$ cat config.mk
export PLATFORM = sky130hd
export DESIGN_NAME = pps_wmem
export DESIGN_NICKNAME = d
export VERILOG_FILES = /design/src/pwm_pattern_scorer_unit_defines.svh /design/src/pps_pkg.sv /design/src/pps_wmem.sv
export SDC_FILE = /design/constraint.sdc
export NUM_CORES = 2
export LEC_CHECK = 0
export BUFFER_PORTS_ARGS = -buffer_cell sky130_fd_sc_hd__buf_4
export CAP_MARGIN = 25
export CORE_MARGIN = 2
export CORE_UTILIZATION = 45
export CTS_BUF_LIST = sky130_fd_sc_hd__clkbuf_8
export DETAILED_ROUTE_END_ITERATION = 6
export GPL_TIMING_DRIVEN = 0
export SYNTH_ARGS = -nofsm -noshare
export SYNTH_HDL_FRONTEND = slang
export SYNTH_SLANG_ARGS = --single-unit
$ cat constraint.sdc
create_clock -name clk -period 6.25 [get_ports clk]
set_clock_uncertainty 0.15 [all_clocks]
set_input_delay 0.9375 -clock clk [delete_from_list [all_inputs] [get_ports clk]]
set_output_delay 0.9375 -clock clk [all_outputs]
set_load 0.05 [all_outputs]
$ cat src/pwm_pattern_scorer_unit_defines.svh
// Assertion macros for the position weight matrix scorer.
// Used by the top level; expects clk and arst_n in scope.
`ifndef PWM_PATTERN_SCORER_UNIT_DEFINES_SVH
`define PWM_PATTERN_SCORER_UNIT_DEFINES_SVH

// Same-cycle implication, disabled during reset
`define PPS_ASSERT_NOW(lbl, ante, cons, msg) \
	lbl: assert property (@(posedge clk) disable iff (!arst_n) (ante) |-> (cons)) \
		else $error(msg);

// Next-cycle implication, disabled during reset
`define PPS_ASSERT_NEXT(lbl, ante, cons, msg) \
	lbl: assert property (@(posedge clk) disable iff (!arst_n) (ante) |=> (cons)) \
		else $error(msg);

`endif

$ cat src/pps_pkg.sv
// Shared types, constants and functions of the weight matrix scorer.
// No dependencies; compiled first.
package pps_pkg;

	localparam int MAX_LEN  = 64;
	localparam int NBASE    = 4;
	localparam int CNT_W    = $clog2(MAX_LEN);
	localparam int LEN_W    = CNT_W + 1;
	localparam int BASE_W   = 2;
	localparam int W_W      = 16;
	localparam int SUM_W    = 24;
	localparam int ROW_W    = NBASE * W_W;
	localparam int CHAR_W   = 8;
	localparam int MODE_W   = 2;
	localparam int ML_W     = 7;
	localparam int CFG_IDX_W = 1;
	localparam int CFG_DAT_W = 7;

	// Request modes
	localparam logic [MODE_W-1:0] MODE_WRITE = 2'd0;
	localparam logic [MODE_W-1:0] MODE_SCORE = 2'd1;
	localparam logic [MODE_W-1:0] MODE_QUERY = 2'd2;

	// Result kinds
	localparam logic KIND_SCORE  = 1'b0;
	localparam logic KIND_BOUNDS = 1'b1;

	// Configuration register indexes
	localparam logic [CFG_IDX_W-1:0] REG_MOTIF_LEN = 1'b0;
	localparam logic [CFG_IDX_W-1:0] REG_REVERSE   = 1'b1;

	// Control of one row flowing into the bounds unit
	typedef struct packed {
		logic vld;
		logic first;
		logic last;
	} bnd_ctl_t;

	// Map an ASCII character to a base; hit is low for anything else
	function automatic logic [BASE_W:0] base_of(input logic [CHAR_W-1:0] ch);
		logic [BASE_W:0] r;
		case (ch)
			"A", "a": r = {1'b1, 2'd0};
			"C", "c": r = {1'b1, 2'd1};
			"G", "g": r = {1'b1, 2'd2};
			"T", "t": r = {1'b1, 2'd3};
			default:  r = {1'b0, 2'd0};
		endcase
		return r;
	endfunction

	// Saturating add of a weight into a 24-bit sum
	function automatic logic signed [SUM_W-1:0] sat_add(
		input logic signed [SUM_W-1:0] a,
		input logic signed [W_W-1:0] b
	);
		logic signed [SUM_W:0] s;
		s = {a[SUM_W-1], a} + {{(SUM_W-W_W+1){b[W_W-1]}}, b};
		if (s[SUM_W] != s[SUM_W-1]) begin
			return s[SUM_W] ? {1'b1, {(SUM_W-1){1'b0}}} : {1'b0, {(SUM_W-1){1'b1}}};
		end
		return s[SUM_W-1:0];
	endfunction

endpackage

$ cat src/pps_wmem.sv
// Weight matrix memory: one row per motif position, four weight lanes.
// Lane write, registered read: the row appears in the cycle after its address. Uses pps_pkg.
module pps_wmem (
	input  logic                         clk,
	input  logic                         we,
	input  logic [pps_pkg::CNT_W-1:0]    waddr,
	input  logic [pps_pkg::BASE_W-1:0]   wlane,
	input  logic [pps_pkg::W_W-1:0]      wdata,
	input  logic [pps_pkg::CNT_W-1:0]    raddr,
	output logic [pps_pkg::ROW_W-1:0]    rdata
);
	import pps_pkg::*;

	logic [ROW_W-1:0] mem [MAX_LEN];

	// Write one lane of a row
	always_ff @(posedge clk) begin
		if (we) begin
			mem[waddr][wlane*W_W +: W_W] <= wdata;
		end
	end

	// Read a whole row
	always_ff @(posedge clk) begin
		rdata <= mem[raddr];
	end
endmodule

Yosys cells after proc, flatten, opt, wreduce, memory -nomap -nowiden
Memories as Yosys holds them, arrays and structs flattened. A register that Yosys moved wholly into a read port is not among the register bits. Cells that the tools add are included.

Shift operators: 2. Add/subtract/negate cells: 1. Muxes and demuxes: 2.

Operators by type and width (number): $mux W64 (1); $shift A16 B34 Y64 const A (1); $shiftx A16 B34 Y64 (1); $neg A6 Y34 (1); $mux W1 (1).

Memories: 1. Register bits after elaboration: 0. Bits of input ports: 32. Logic and storage cells: 6. Bits in writable memories: 4096.

Memory list: mem (depth 64, bits a word 64, read ports 1, clocked after Yosys merged registers in 1, wr ports 1, RTL line pps_wmem.sv:14) `logic [ROW_W-1:0] mem [MAX_LEN];`.

Logic depth before layout (Yosys ltp)
Word-level depth: 3. Depth in mapped cells: 10. Mapped depth without buffers: 6.

Worst setup path before layout
OpenSTA, ideal clock, no wires.

Kind: input port to flip-flop. From: input wlane[0] (netlist bit). To: memory mem[0][51] (netlist bit) (data pin). Stages: 5. Arrival time: 3.350 ns. Path buffers: 1. Path slack: 2.251 ns. Setup time: 0.500 ns. Required time: 5.600 ns. Path through: inv_1 -> ha_1 -> or3_1 -> clkbuf_1 -> nor2_1.

Word-level cells in the longest chain between the ends: 2.

Ends and longest elaborated chain: start, declared (RTL line pps_wmem.sv:7) `input logic [pps_pkg::BASE_W-1:0] wlane,`; $neg A6 Y34 (RTL line pps_wmem.sv:19) `mem[waddr][wlane*W_W +: W_W] <= wdata;`; $shiftx A16 B34 Y64 (RTL line pps_wmem.sv:19); end, declared (RTL line pps_wmem.sv:14).

No other way between the ends.

==> key figures <==
Critical path
  • CP Capture Type: flip-flop
  • CP required: 7270 ps
  • Setup CP Type: primary input to flip-flop
  • Crit Path Max Fanout: 10
  • CP startpoint kind: primary input
  • Arr. time, crit path: 5460 ps
  • Worst reg2reg path depth: 5

Layout
  • # nets final: roughly 8100
  • Util after Layout: 0.525
  • Non-Filler Instances: 13300
  • Area grow syn2layout: 16.4%
  • Share of layout cells above drive strength 1: 0.337

STA
  • Hold Slack: 148 ps
  • Tcrit/Tclk final: 0.709
  • Least-Margin Pin Slew: 1210 ps
  • Setup violators final: 0
  • Min Tclk post-route: 4430 ps
  • Final Hold Viols: 0
  • RSZ-0062 raised after global routing: false
  • Worst rel slew slack: 0.195
  • Fmax: 226 MHz
  • Worst setup margin: about 1800 ps
  • Max Slew Vio Count: 0

Placement
  • Number of buffers added on ports: 85
  • Detail Placement HPWL: 351000 um
  • Cells after DPL: about 12000
  • GP Congestion: 0.955
  • Pre-CTS setup slack: 810 ps

Clock tree
  • Root buffer selected by CTS: clkbuf_8
  • Clk buf depth: 4
  • CTS tree: done
  • H-tree depth: 6
  • Postcts setup bufs: 0
  • CTS clk-pin slew, worst paths: around 60 ps
  • CTS hold repair buffers: 0
  • Post-cts sizing count: 0
  • Total CTS buffers: 668
  • Sink Count: approximately 4200
  • Worst-skew pair later-pin latency: about 1300 ps

Synthesis
  • Synth Net Count: approximately 7000
  • Leading area contributor after synthesis: edfxtp_1
  • Async S/R FF share, synth: 0
  • List of most frequent post-synthesis cells: edfxtp_1 (4096), mux4_2 (1010), nor2_1 (348)
  • Yosys warning count: 0
  • Ys flop type: edfxtp_1
  • Sequential-to-total area share from yosys stat: 0.789
  • Synth Cell Area: roughly 160000 um^2
  • Post-Synthesis Cells: 6956
  • Yosys top cell area share: 0.781
  • Count of different cell masters after synthesis: 43
  • Post-synth EDFFs: 4096
  • Count leader, synth: edfxtp_1
  • Synth top area cells: edfxtp_1 (78%), mux4_2 (14%), o22ai_1 (1.1%), nor2_1 (0.83%), dfxtp_1 (0.81%)
  • Mean post-synth cell area: 22.6 um^2
  • Yosys reg bits: 4160

Pwr
  • Pwr Density: 297 nW/um^2
  • P_leak: 0.0484 uW
  • Worst IR drop on VDD: 0.000206 V

Floorplan
  • Placement Rows: 217
  • Initial Util: 0.451
  • CORE AREA: 349000 um^2
  • Die area: 355000 um^2
  • Die height: 596 um
  • IO Pins: 96
  • Width of the die: 596 um

Worst hold path
  • Hold path depth: 2
  • Hold/Removal Path Class: primary input to flip-flop

Global routing
  • Pin count of the biggest net entering global routing: 57
  • Vias in the first global route: around 82000
  • Gr ovfl total: 0
  • GRT Resource Usage Total: 0.283
  • Global-route wire length before repair: 682000 um
  • Initial antenna violation count: 47

Routing
  • DR vias: 83600
  • Pre-antenna DRT Iters: 7
  • Vias per Instance: 6.30
  • Final wirelength: 506000 um
  • DRT iter0 DRCs: roughly 13000
  • Wire length per cell: 38.2 um
  • DRC Markers: 14
  • Post-route ant nets: 0

Run status
  • Failing checks: DRC
  • Status: finished, violations left

Run
  • Max Cap Viol: 0
[sequential cells by signal, indices dropped and copies added, names as in the netlist]
register and count:
rdata 64, mem 4096
[final cells by class]
type | instances | area, um^2
Multi-Input combinational cell | 2395 | 32100
Buffer | 399 | 2330
Inverter | 2 | 7.51
Timing Repair Buffer | 483 | 6850
Fill cell | 26800 | 166000
Clock buffer | 685 | 9430
Antenna cell | 36 | 90.1
Clock inverter | 497 | 2450
Tap cell | 4599 | 5750
Sequential cell | 4160 | 124000
[layout by cell type (no fill, tap or decap), types with 12 or more instances in the layout]
cell type and n:
o221ai_1 64, nor2_4 48, inv_1 258, buf_8 225, a21oi_1 82, nor4_1 16
nand2_1 107, edfxtp_1 4096, o22ai_1 283, a211oi_1 17, o21ai_0 52, nor3_1 50
mux2i_1 109, nor2_2 233, buf_6 60, nand2b_1 20, inv_8 12, inv_6 13
buf_2 145, clkinv_1 142, clkbuf_8 685, mux4_2 1010, diode_2 36, nor2_1 68
dfxtp_1 64, buf_16 35, clkbuf_1 131, and2_2 40, nor4_2 38, clkinvlp_4 18
nor2b_1 16, buf_4 198, o22a_1 54, buf_12 68, clkinv_2 39
[through the flow]
step           setup TNS [ps]  total power (uW)  area, um^2
2_1_floorplan               0             32400      157000
3_3_place_gp           -94750             33500      164000
3_5_place_dp                0             33600      171000
4_1_cts                     0             54700      183000
5_1_grt                     0             55900      183000
6_report                    0             54500      183000
[power breakdown]
group / switching [uW] / internal, uW / leakage, uW
clock: 10900 / 10500 / 0.00697
combinational: 1810 / 702 / 0.0118
sequential: 21.3 / 30500 / 0.0296
total: 12800 / 41800 / 0.0484
[critical path, cell delays in order]
cell and delay, ps:
buf_2 210, nand2_1 800, or2_2 240, clkbuf_2 640, clkbuf_1 950, o22ai_1 400, nor4_2 900, o22a_1 310
[kinds of logic (layout without fill, tap and decap cells)]
group           after synthesis  in the layout  share of synthesized area
simple gates                676            676                     0.0193
mux                        1119           1119                      0.151
buf+inv                     401           2066                     0.0147
fa+ha+maj                     5              5                   0.000397
compound gates              595            595                     0.0248
flops                      4160           4160                      0.789
other cells                   0             36                          0
[layer usage]
layer	wire [um]	vias up	track usage
met5	134	-	0
met4	28800	16	0.139
met3	54600	1130	0.0662
met2	234000	5623	0.437
met1	188000	44700	0.381
li1	-	32100	-
[final timing paths]
check,start,to,slack (ps)
min,wdata[1],mem[12][1]$_DFFE_PP_,150
max,raddr[2],rdata[5]$_DFF_P_,1820
min reg2reg,mem[51][42]$_DFFE_PP_,rdata[42]$_DFF_P_,860
max reg2reg,mem[56][33]$_DFFE_PP_,rdata[33]$_DFF_P_,3470
Power figures use the tool's default switching activity.
