`config.mk`:
```
export PLATFORM = sky130hd
export DESIGN_NAME = pps_bounds
export DESIGN_NICKNAME = d
export VERILOG_FILES = /design/src/pwm_pattern_scorer_unit_defines.svh /design/src/pps_pkg.sv /design/src/pps_bounds.sv
export SDC_FILE = /design/constraint.sdc
export NUM_CORES = 1
export LEC_CHECK = 0
export ABC_CLOCK_PERIOD_IN_PS = 4650
export BUFFER_PORTS_ARGS = -buffer_cell sky130_fd_sc_hd__buf_2
export CORE_MARGIN = 5
export CORE_UTILIZATION = 55
export CTS_CLUSTER_SIZE = 40
export DETAILED_ROUTE_END_ITERATION = 10
export GPL_ROUTABILITY_DRIVEN = 0
export PLACE_DENSITY = 0.76
export SETUP_SLACK_MARGIN = 0.2
export SLEW_MARGIN = 20
export SYNTH_ARGS = -nofsm -noshare
export SYNTH_HDL_FRONTEND = slang
export SYNTH_SLANG_ARGS = --single-unit
```
`constraint.sdc`:
```
create_clock -name clk -period 4.65 [get_ports clk]
set_input_delay 0.2325 -clock clk [delete_from_list [all_inputs] [get_ports clk]]
set_output_delay 0.2325 -clock clk [all_outputs]
set_load 0.1 [all_outputs]
```
`src/pwm_pattern_scorer_unit_defines.svh`:
```
// Assertion macros for the position weight matrix scorer.
// Used by the top level; expects clk and arst_n in scope.
`ifndef PWM_PATTERN_SCORER_UNIT_DEFINES_SVH
`define PWM_PATTERN_SCORER_UNIT_DEFINES_SVH

// Same-cycle implication, disabled during reset
`define PPS_ASSERT_NOW(lbl, ante, cons, msg) \
	lbl: assert property (@(posedge clk) disable iff (!arst_n) (ante) |-> (cons)) \
		else $error(msg);

// Next-cycle implication, disabled during reset
`define PPS_ASSERT_NEXT(lbl, ante, cons, msg) \
	lbl: assert property (@(posedge clk) disable iff (!arst_n) (ante) |=> (cons)) \
		else $error(msg);

`endif

```
`src/pps_pkg.sv`:
```
// Shared types, constants and functions of the weight matrix scorer.
// No dependencies; compiled first.
package pps_pkg;

	localparam int MAX_LEN  = 64;
	localparam int NBASE    = 4;
	localparam int CNT_W    = $clog2(MAX_LEN);
	localparam int LEN_W    = CNT_W + 1;
	localparam int BASE_W   = 2;
	localparam int W_W      = 16;
	localparam int SUM_W    = 24;
	localparam int ROW_W    = NBASE * W_W;
	localparam int CHAR_W   = 8;
	localparam int MODE_W   = 2;
	localparam int ML_W     = 7;
	localparam int CFG_IDX_W = 1;
	localparam int CFG_DAT_W = 7;

	// Request modes
	localparam logic [MODE_W-1:0] MODE_WRITE = 2'd0;
	localparam logic [MODE_W-1:0] MODE_SCORE = 2'd1;
	localparam logic [MODE_W-1:0] MODE_QUERY = 2'd2;

	// Result kinds
	localparam logic KIND_SCORE  = 1'b0;
	localparam logic KIND_BOUNDS = 1'b1;

	// Configuration register indexes
	localparam logic [CFG_IDX_W-1:0] REG_MOTIF_LEN = 1'b0;
	localparam logic [CFG_IDX_W-1:0] REG_REVERSE   = 1'b1;

	// Control of one row flowing into the bounds unit
	typedef struct packed {
		logic vld;
		logic first;
		logic last;
	} bnd_ctl_t;

	// Map an ASCII character to a base; hit is low for anything else
	function automatic logic [BASE_W:0] base_of(input logic [CHAR_W-1:0] ch);
		logic [BASE_W:0] r;
		case (ch)
			"A", "a": r = {1'b1, 2'd0};
			"C", "c": r = {1'b1, 2'd1};
			"G", "g": r = {1'b1, 2'd2};
			"T", "t": r = {1'b1, 2'd3};
			default:  r = {1'b0, 2'd0};
		endcase
		return r;
	endfunction

	// Saturating add of a weight into a 24-bit sum
	function automatic logic signed [SUM_W-1:0] sat_add(
		input logic signed [SUM_W-1:0] a,
		input logic signed [W_W-1:0] b
	);
		logic signed [SUM_W:0] s;
		s = {a[SUM_W-1], a} + {{(SUM_W-W_W+1){b[W_W-1]}}, b};
		if (s[SUM_W] != s[SUM_W-1]) begin
			return s[SUM_W] ? {1'b1, {(SUM_W-1){1'b0}}} : {1'b0, {(SUM_W-1){1'b1}}};
		end
		return s[SUM_W-1:0];
	endfunction

endpackage

```
`src/pps_bounds.sv`:
```
// Bounds unit: per-row maximum and minimum, then saturating accumulation.
// Fed rows from pps_wmem with bnd_ctl_t control; uses pps_pkg.
module pps_bounds (
	input  logic                              clk,
	input  logic                              arst_n,
	input  pps_pkg::bnd_ctl_t                 ctl,
	input  logic [pps_pkg::ROW_W-1:0]         row,
	output logic                              done,
	output logic signed [pps_pkg::SUM_W-1:0]  hi,
	output logic signed [pps_pkg::SUM_W-1:0]  lo
);
	import pps_pkg::*;

	logic signed [W_W-1:0] mx, mn;
	logic signed [W_W-1:0] mx_s2, mn_s2;
	bnd_ctl_t              ctl_s2;
	logic signed [SUM_W-1:0] hi_q, lo_q;
	logic                  done_q;

	// Reduce the four lanes of a row
	always_comb begin
		logic signed [W_W-1:0] w;
		mx = row[W_W-1:0];
		mn = row[W_W-1:0];
		for (int b = 1; b < NBASE; b++) begin
			w = row[b*W_W +: W_W];
			if (w > mx) mx = w;
			if (w < mn) mn = w;
		end
	end

	// Register the reduced row
	always_ff @(posedge clk or negedge arst_n) begin
		if (!arst_n) begin
			ctl_s2 <= '0;
		end else begin
			ctl_s2 <= ctl;
		end
	end

	always_ff @(posedge clk) begin
		mx_s2 <= mx;
		mn_s2 <= mn;
	end

	// Accumulate; restart on the first row, flag the last
	always_ff @(posedge clk or negedge arst_n) begin
		if (!arst_n) begin
			done_q <= 1'b0;
			hi_q   <= '0;
			lo_q   <= '0;
		end else begin
			done_q <= ctl_s2.vld && ctl_s2.last;
			if (ctl_s2.vld) begin
				hi_q <= sat_add(ctl_s2.first ? '0 : hi_q, mx_s2);
				lo_q <= sat_add(ctl_s2.first ? '0 : lo_q, mn_s2);
			end
		end
	end

	assign done = done_q;
	assign hi   = hi_q;
	assign lo   = lo_q;
endmodule

```
# [Word-level counts from Yosys, hierarchy flattened]
# Index checks and enable logic that the tools add are counted.
[word_totals] reg_bits=84 out_inout_bits=49
[op_classes] n_reduce_logical=1 muxes=18 n_addsub=2 magnitude_cmp=6 n_eq_ne=2
[op_table] op="two-way mux 24 bit" n=8
[op_table] op="two-way mux 16 bit" n=6
[op_table] op="adder 24 x 16 -> 25 bit" n=2
[op_table] op="> comparator 16 bit" n=3
[op_table] op="less-than comparator 16 bit" n=3
[op_table] op="two-way mux 1 bit" n=4
[op_table] op="inequality test 1 bit" n=2
[op_table] op="logical AND 1 bit" n=1

# [Logic depth before layout (Yosys ltp)]
[depth] ltp_word=6 mapped_depth=35 ltp_nobuf=31

# [Worst setup path after synthesis]
# OpenSTA, ideal clock, no wires.
[synth_timing] path_kind="input to register" startpoint="input port row[5] (netlist name)" endpoint="register mn_s2[10]" arrival_time_ns=6.593 slack_ns=-2.067 cell_stages=34 setup_ns=0.123 n_path_buf=4 required_time_ns=4.527 path_cell_list="inv_1 > ha_1 > a21oi_1 > o21ai_1 > a31oi_1 > o31ai_1 > mux2i_2 > clkbuf_1 > clkbuf_1 > nor2_1 > a21oi_1 > ha_1 > a21o_1 > a21o_1 > a2111oi_0 > or3_1 > a31oi_1 > nor2_1 > o21ai_2 > buf_4 > mux2i_1 > inv_1 > ha_1 > a21o_1 > a21o_1 > a21o_1 > a21o_1 > a21oi_1 > nor2_1 > a211oi_1 > o21ai_1 > mux2i_2 > buf_4 > mux2_1"
[synth_between] elab_chain_cells=6
[synth_lines] element="from (decl)" line="pps_bounds.sv:7" rtl="input logic [pps_pkg::ROW_W-1:0] row,"
[synth_lines] element="less-than comparator 16 bit" line="pps_bounds.sv:28" rtl="if (w < mn) mn = w;"
[synth_lines] element="two-way mux 16 bit *" line="pps_bounds.sv:28"
[synth_lines] element="less-than comparator 16 bit" line="pps_bounds.sv:28"
[synth_lines] element="two-way mux 16 bit *" line="pps_bounds.sv:28"
[synth_lines] element="less-than comparator 16 bit" line="pps_bounds.sv:28"
[synth_lines] element="two-way mux 16 bit *" line="pps_bounds.sv:28"
[synth_lines] element="via mn[10]" line="pps_bounds.sv:14" rtl="logic signed [W_W-1:0] mx, mn;"
[synth_lines] element="to (signal assigned)" line="pps_bounds.sv:43" rtl="mn_s2 <= mn;"
[synth_lines] element="to (decl)" line="pps_bounds.sv:15" rtl="logic signed [W_W-1:0] mx_s2, mn_s2;"
# Mark *: on every way through the listed nets, which the timed path passes. The rest lies on a longest branch.
# A chain may end at the register's enable or synchronous reset.

# [Worst setup path after layout]
[layout_timing] startpoint="input port row[1] (netlist name)" endpoint="register mn_s2[4]"
# The elaborated chain is that of the path after synthesis.

==> flow_summary.yaml <==
critical_path:
  crit_required_ns: 4.89
  critical_path_fanouts_max: 8
  critical_path_class: "input pin to flop"
  timing.critical_path.slowest_cell_delay_ns: 0.47
  r2r-start: "ctl_s2[1]"
  cp.buffers_inverters: 7
  timing.critical_path.max_delay_family: "compound AO/OA/AOI/OAI gates"
  critPathArrivalTime_ns: 6.86
  worstSetupStartpointType: "input pin"
  setup.worst_path.end_class: "flop"
  crit_top_cell: "buf_6"
  cpMaxStageDelayCell: "or3_4"
  worst_setup_path_startpoint: "row[1]"
detailed_routing:
  drt_iter0_drc: 1054
  post_drt_via_cell_ratio: 6.616
  via_count: 10660
  drc_violations: 0
  detailedRoute.firstPassIterationCount: 9
  routedWlPerCell_um: 22.32
  wl_mm: 35.96
  ant_nets: 0
global_route:
  track_usage_pct: 31.60
  grt_start_max_net_pins: 53
  grt_residual_overflow: 0
  grt_pass1_wl_mm: 47.05
  grt_antenna_before_repair: 2
  first_global_vias: 9696
layout:
  layout-drive-gt1-share_pct: 37.20
  area.growth.synth_to_final_pct: 44.68
  final_design_area_no_fill_mm2: 0.01253
  most-common-layout-cells: "buf_4, buf_2, ha_1, nor2_1, inv_1"
  leading_cell_type_in_the_layout_fill_and_taps_excluded: "buf_4"
  final_nets: 1588
  post-route-util_pct: 81.85
clock_network:
  worst_setup_hold_path_clk_slew_ns: 0.06
  cts_tree: "yes"
  numCtsBuffers: 9
  skew_pair_late_insertion_delay_ns: 0.36
  clkSinkCount: 84
  cts_root_buf: "clkbuf_16"
  cts_buffer_depth: 2
  htreeDepth: 3
power_and_ir_drop:
  power_mw: 9.250
  power.density_cell_area_mw_per_mm2: 738.0
  p_leak_nw: 6.098
  p_switching_mw: 5.159
  pwr-share-clk_pct: 8.0
  netSwitchingFraction_pct: 55.78
  combinationalPowerShare_pct: 77.5
  power.sequential.fraction_pct: 14.5
  vdd.ir_drop.worst_v: 0.0005297
  power_report.internal_total_mw: 4.091
logic_synthesis:
  yosysWarnings: 0
  syn_area_mm2: 0.008663
  ys_seq_elements: 84
  synth_edf_count: 0
  postSynthCellCount: 1093
  post_synth.cell_area_avg_um2: 7.926
  synth_cell_type_count: 67
  flip_flop_cell_with_the_highest_count_after_synthesis: "dfrtp_1"
  async_reset_ff_share_pct: 61.90
  synth_nets: 1288
  ys_seq_area_share_pct: 22.41
floorplan:
  chip_height_um: 135.5
  fp.dieArea_mm2: 0.01836
  core.rowCount: 45
  design.core.area_mm2: 0.01531
  initial_core_util_pct: 56.57
  floorplan.io_pins: 118
  die_width_um: 135.5
sta:
  max_slew.worst_pin.slew_ns: 0.7659
  final_max_slew_viol_count: 0
  rsz0062_at_grt: "yes"
  timing.setup.tns_ns: -58.77
  clock.fmax_mhz: 151.1
  slew-limit-headroom_pct: 48.82
  fin_crit_sh_pct: 142.3
  final.hold.worst_slack_ns: -0.007546
  postLayoutSetupSlackWorst_ns: -1.968
  fin_skew_ns: 0.01074
  setup_viol_count_final: 32
  timing.final.crit_period_ns: 6.618
  hold_viol_final: 8
placed_design:
  detailed_place.area_mm2: 0.01082
  placement.setup.worst_slack_ns: -2.096
  detailedPlacementHpwl_mm: 20.20
  buffer_ports.inserted: 117
run_status:
  status: "complete, but fails checks"
  violations: "hold timing, setup timing"
min_path:
  worstHoldPathType: "input pin to async pin"
flow_run:
  cap_violations: 0
-- cell families after synthesis --
family,synth area share (%)
AO/OA/AOI/OAI,26.20
XOR/XNOR,3.134
adder cells (fa/ha/maj),18.95
buffers and inverters,6.340
flip-flops,22.41
multiplexers,5.098
AND/OR/NAND/NOR,17.87
-- stage by stage --
stage          instances  hold slack, ns
2_1_floorplan       1093        -0.06309
3_3_place_gp        1546          0.3404
3_5_place_dp        1546          0.3418
4_1_cts             1591         0.02841
5_1_grt             1610         0.07859
6_report            1611       -0.007546
-- power groups by stage --
stage | clock network (mW) | registers, mW | logic (mW)
2_1_floorplan | 0 | 2.79 | 3.22
3_3_place_gp | 0 | 1.33 | 6.04
3_5_place_dp | 0 | 1.33 | 6.16
4_1_cts | 0.742 | 1.32 | 6.54
5_1_grt | 0.776 | 1.37 | 7.59
6_report | 0.744 | 1.34 | 7.17
-- final cells by class --
type | instances | area, µm²
sequential | 84 | 1943
inverter | 96 | 385.4
tap | 211 | 264.0
clock inverter | 7 | 76.32
clock buffer | 9 | 225.2
antenna | 2 | 5.005
multi-input combinational | 870 | 7147
fill | 877 | 2780
timing repair buffer | 332 | 2489
-- worst paths after layout --
check                            end  slack, ns  cells past startpoint
setup / recovery            mn_s2[4]      -1.97                     29
hold / removal                hi[14]     -0.008                      2
setup reg to reg               lo[5]       0.31                     15
hold reg to reg                 done       0.49                      1
max in group asynchronous  ctl_s2[1]       4.15                      2
min in group clk            mn_s2[3]       0.18                      2
-- synth_stat cells (13+ instances only) --
master | count | area share, %
inv_1 | 96 | 4.2
o21ai_0 | 44 | 2.5
nor2_1 | 117 | 5.1
nand4_1 | 17 | 1.2
a211oi_1 | 27 | 2.3
a21o_1 | 42 | 3.6
clkbuf_1 | 32 | 1.4
nor2b_1 | 44 | 3.2
nand2_1 | 52 | 2.3
dfxtp_1 | 32 | 7.4
o21ai_1 | 17 | 0.98
dfrtp_1 | 52 | 15
nand3_1 | 26 | 1.5
a21oi_1 | 105 | 6.1
xnor2_1 | 18 | 1.8
o22ai_1 | 18 | 1.3
ha_1 | 124 | 18
xor2_1 | 13 | 1.3
mux2i_1 | 20 | 2.3
a311oi_1 | 16 | 1.6
nand2b_1 | 13 | 0.94
-- state kept, by name (all words and copies together), names as in the netlist --
| name | flops |
|---|---|
| ctl_s2 | 3 |
| lo | 24 |
| hi | 24 |
| mx_s2 | 16 |
| done | 1 |
| mn_s2 | 16 |
-- per-layer routing --
layer  vias to the layer above  global-route usage (%)  part of all wire, %
li1                       4570                       -                    -
met1                      4889                   38.60                   36
met2                       838                   53.68                   44
met3                       360                   5.498                  9.8
met4                         2                   15.68                  9.5
met5                         -                       0                0.036
-- what timing repair did --
| action | CTS | global route |
|---|---|---|
| cloned | 5 | 1 |
| setup buffers | 21 | 17 |
| setup endpoints to repair | 32 | 51 |
| hold endpoints to repair | 3 | 0 |
| resized for setup | 137 | 74 |
| pin swaps | 32 | 46 |
| hold buffers | 3 | 0 |
Note: power is estimated with default switching activity, not from simulation.
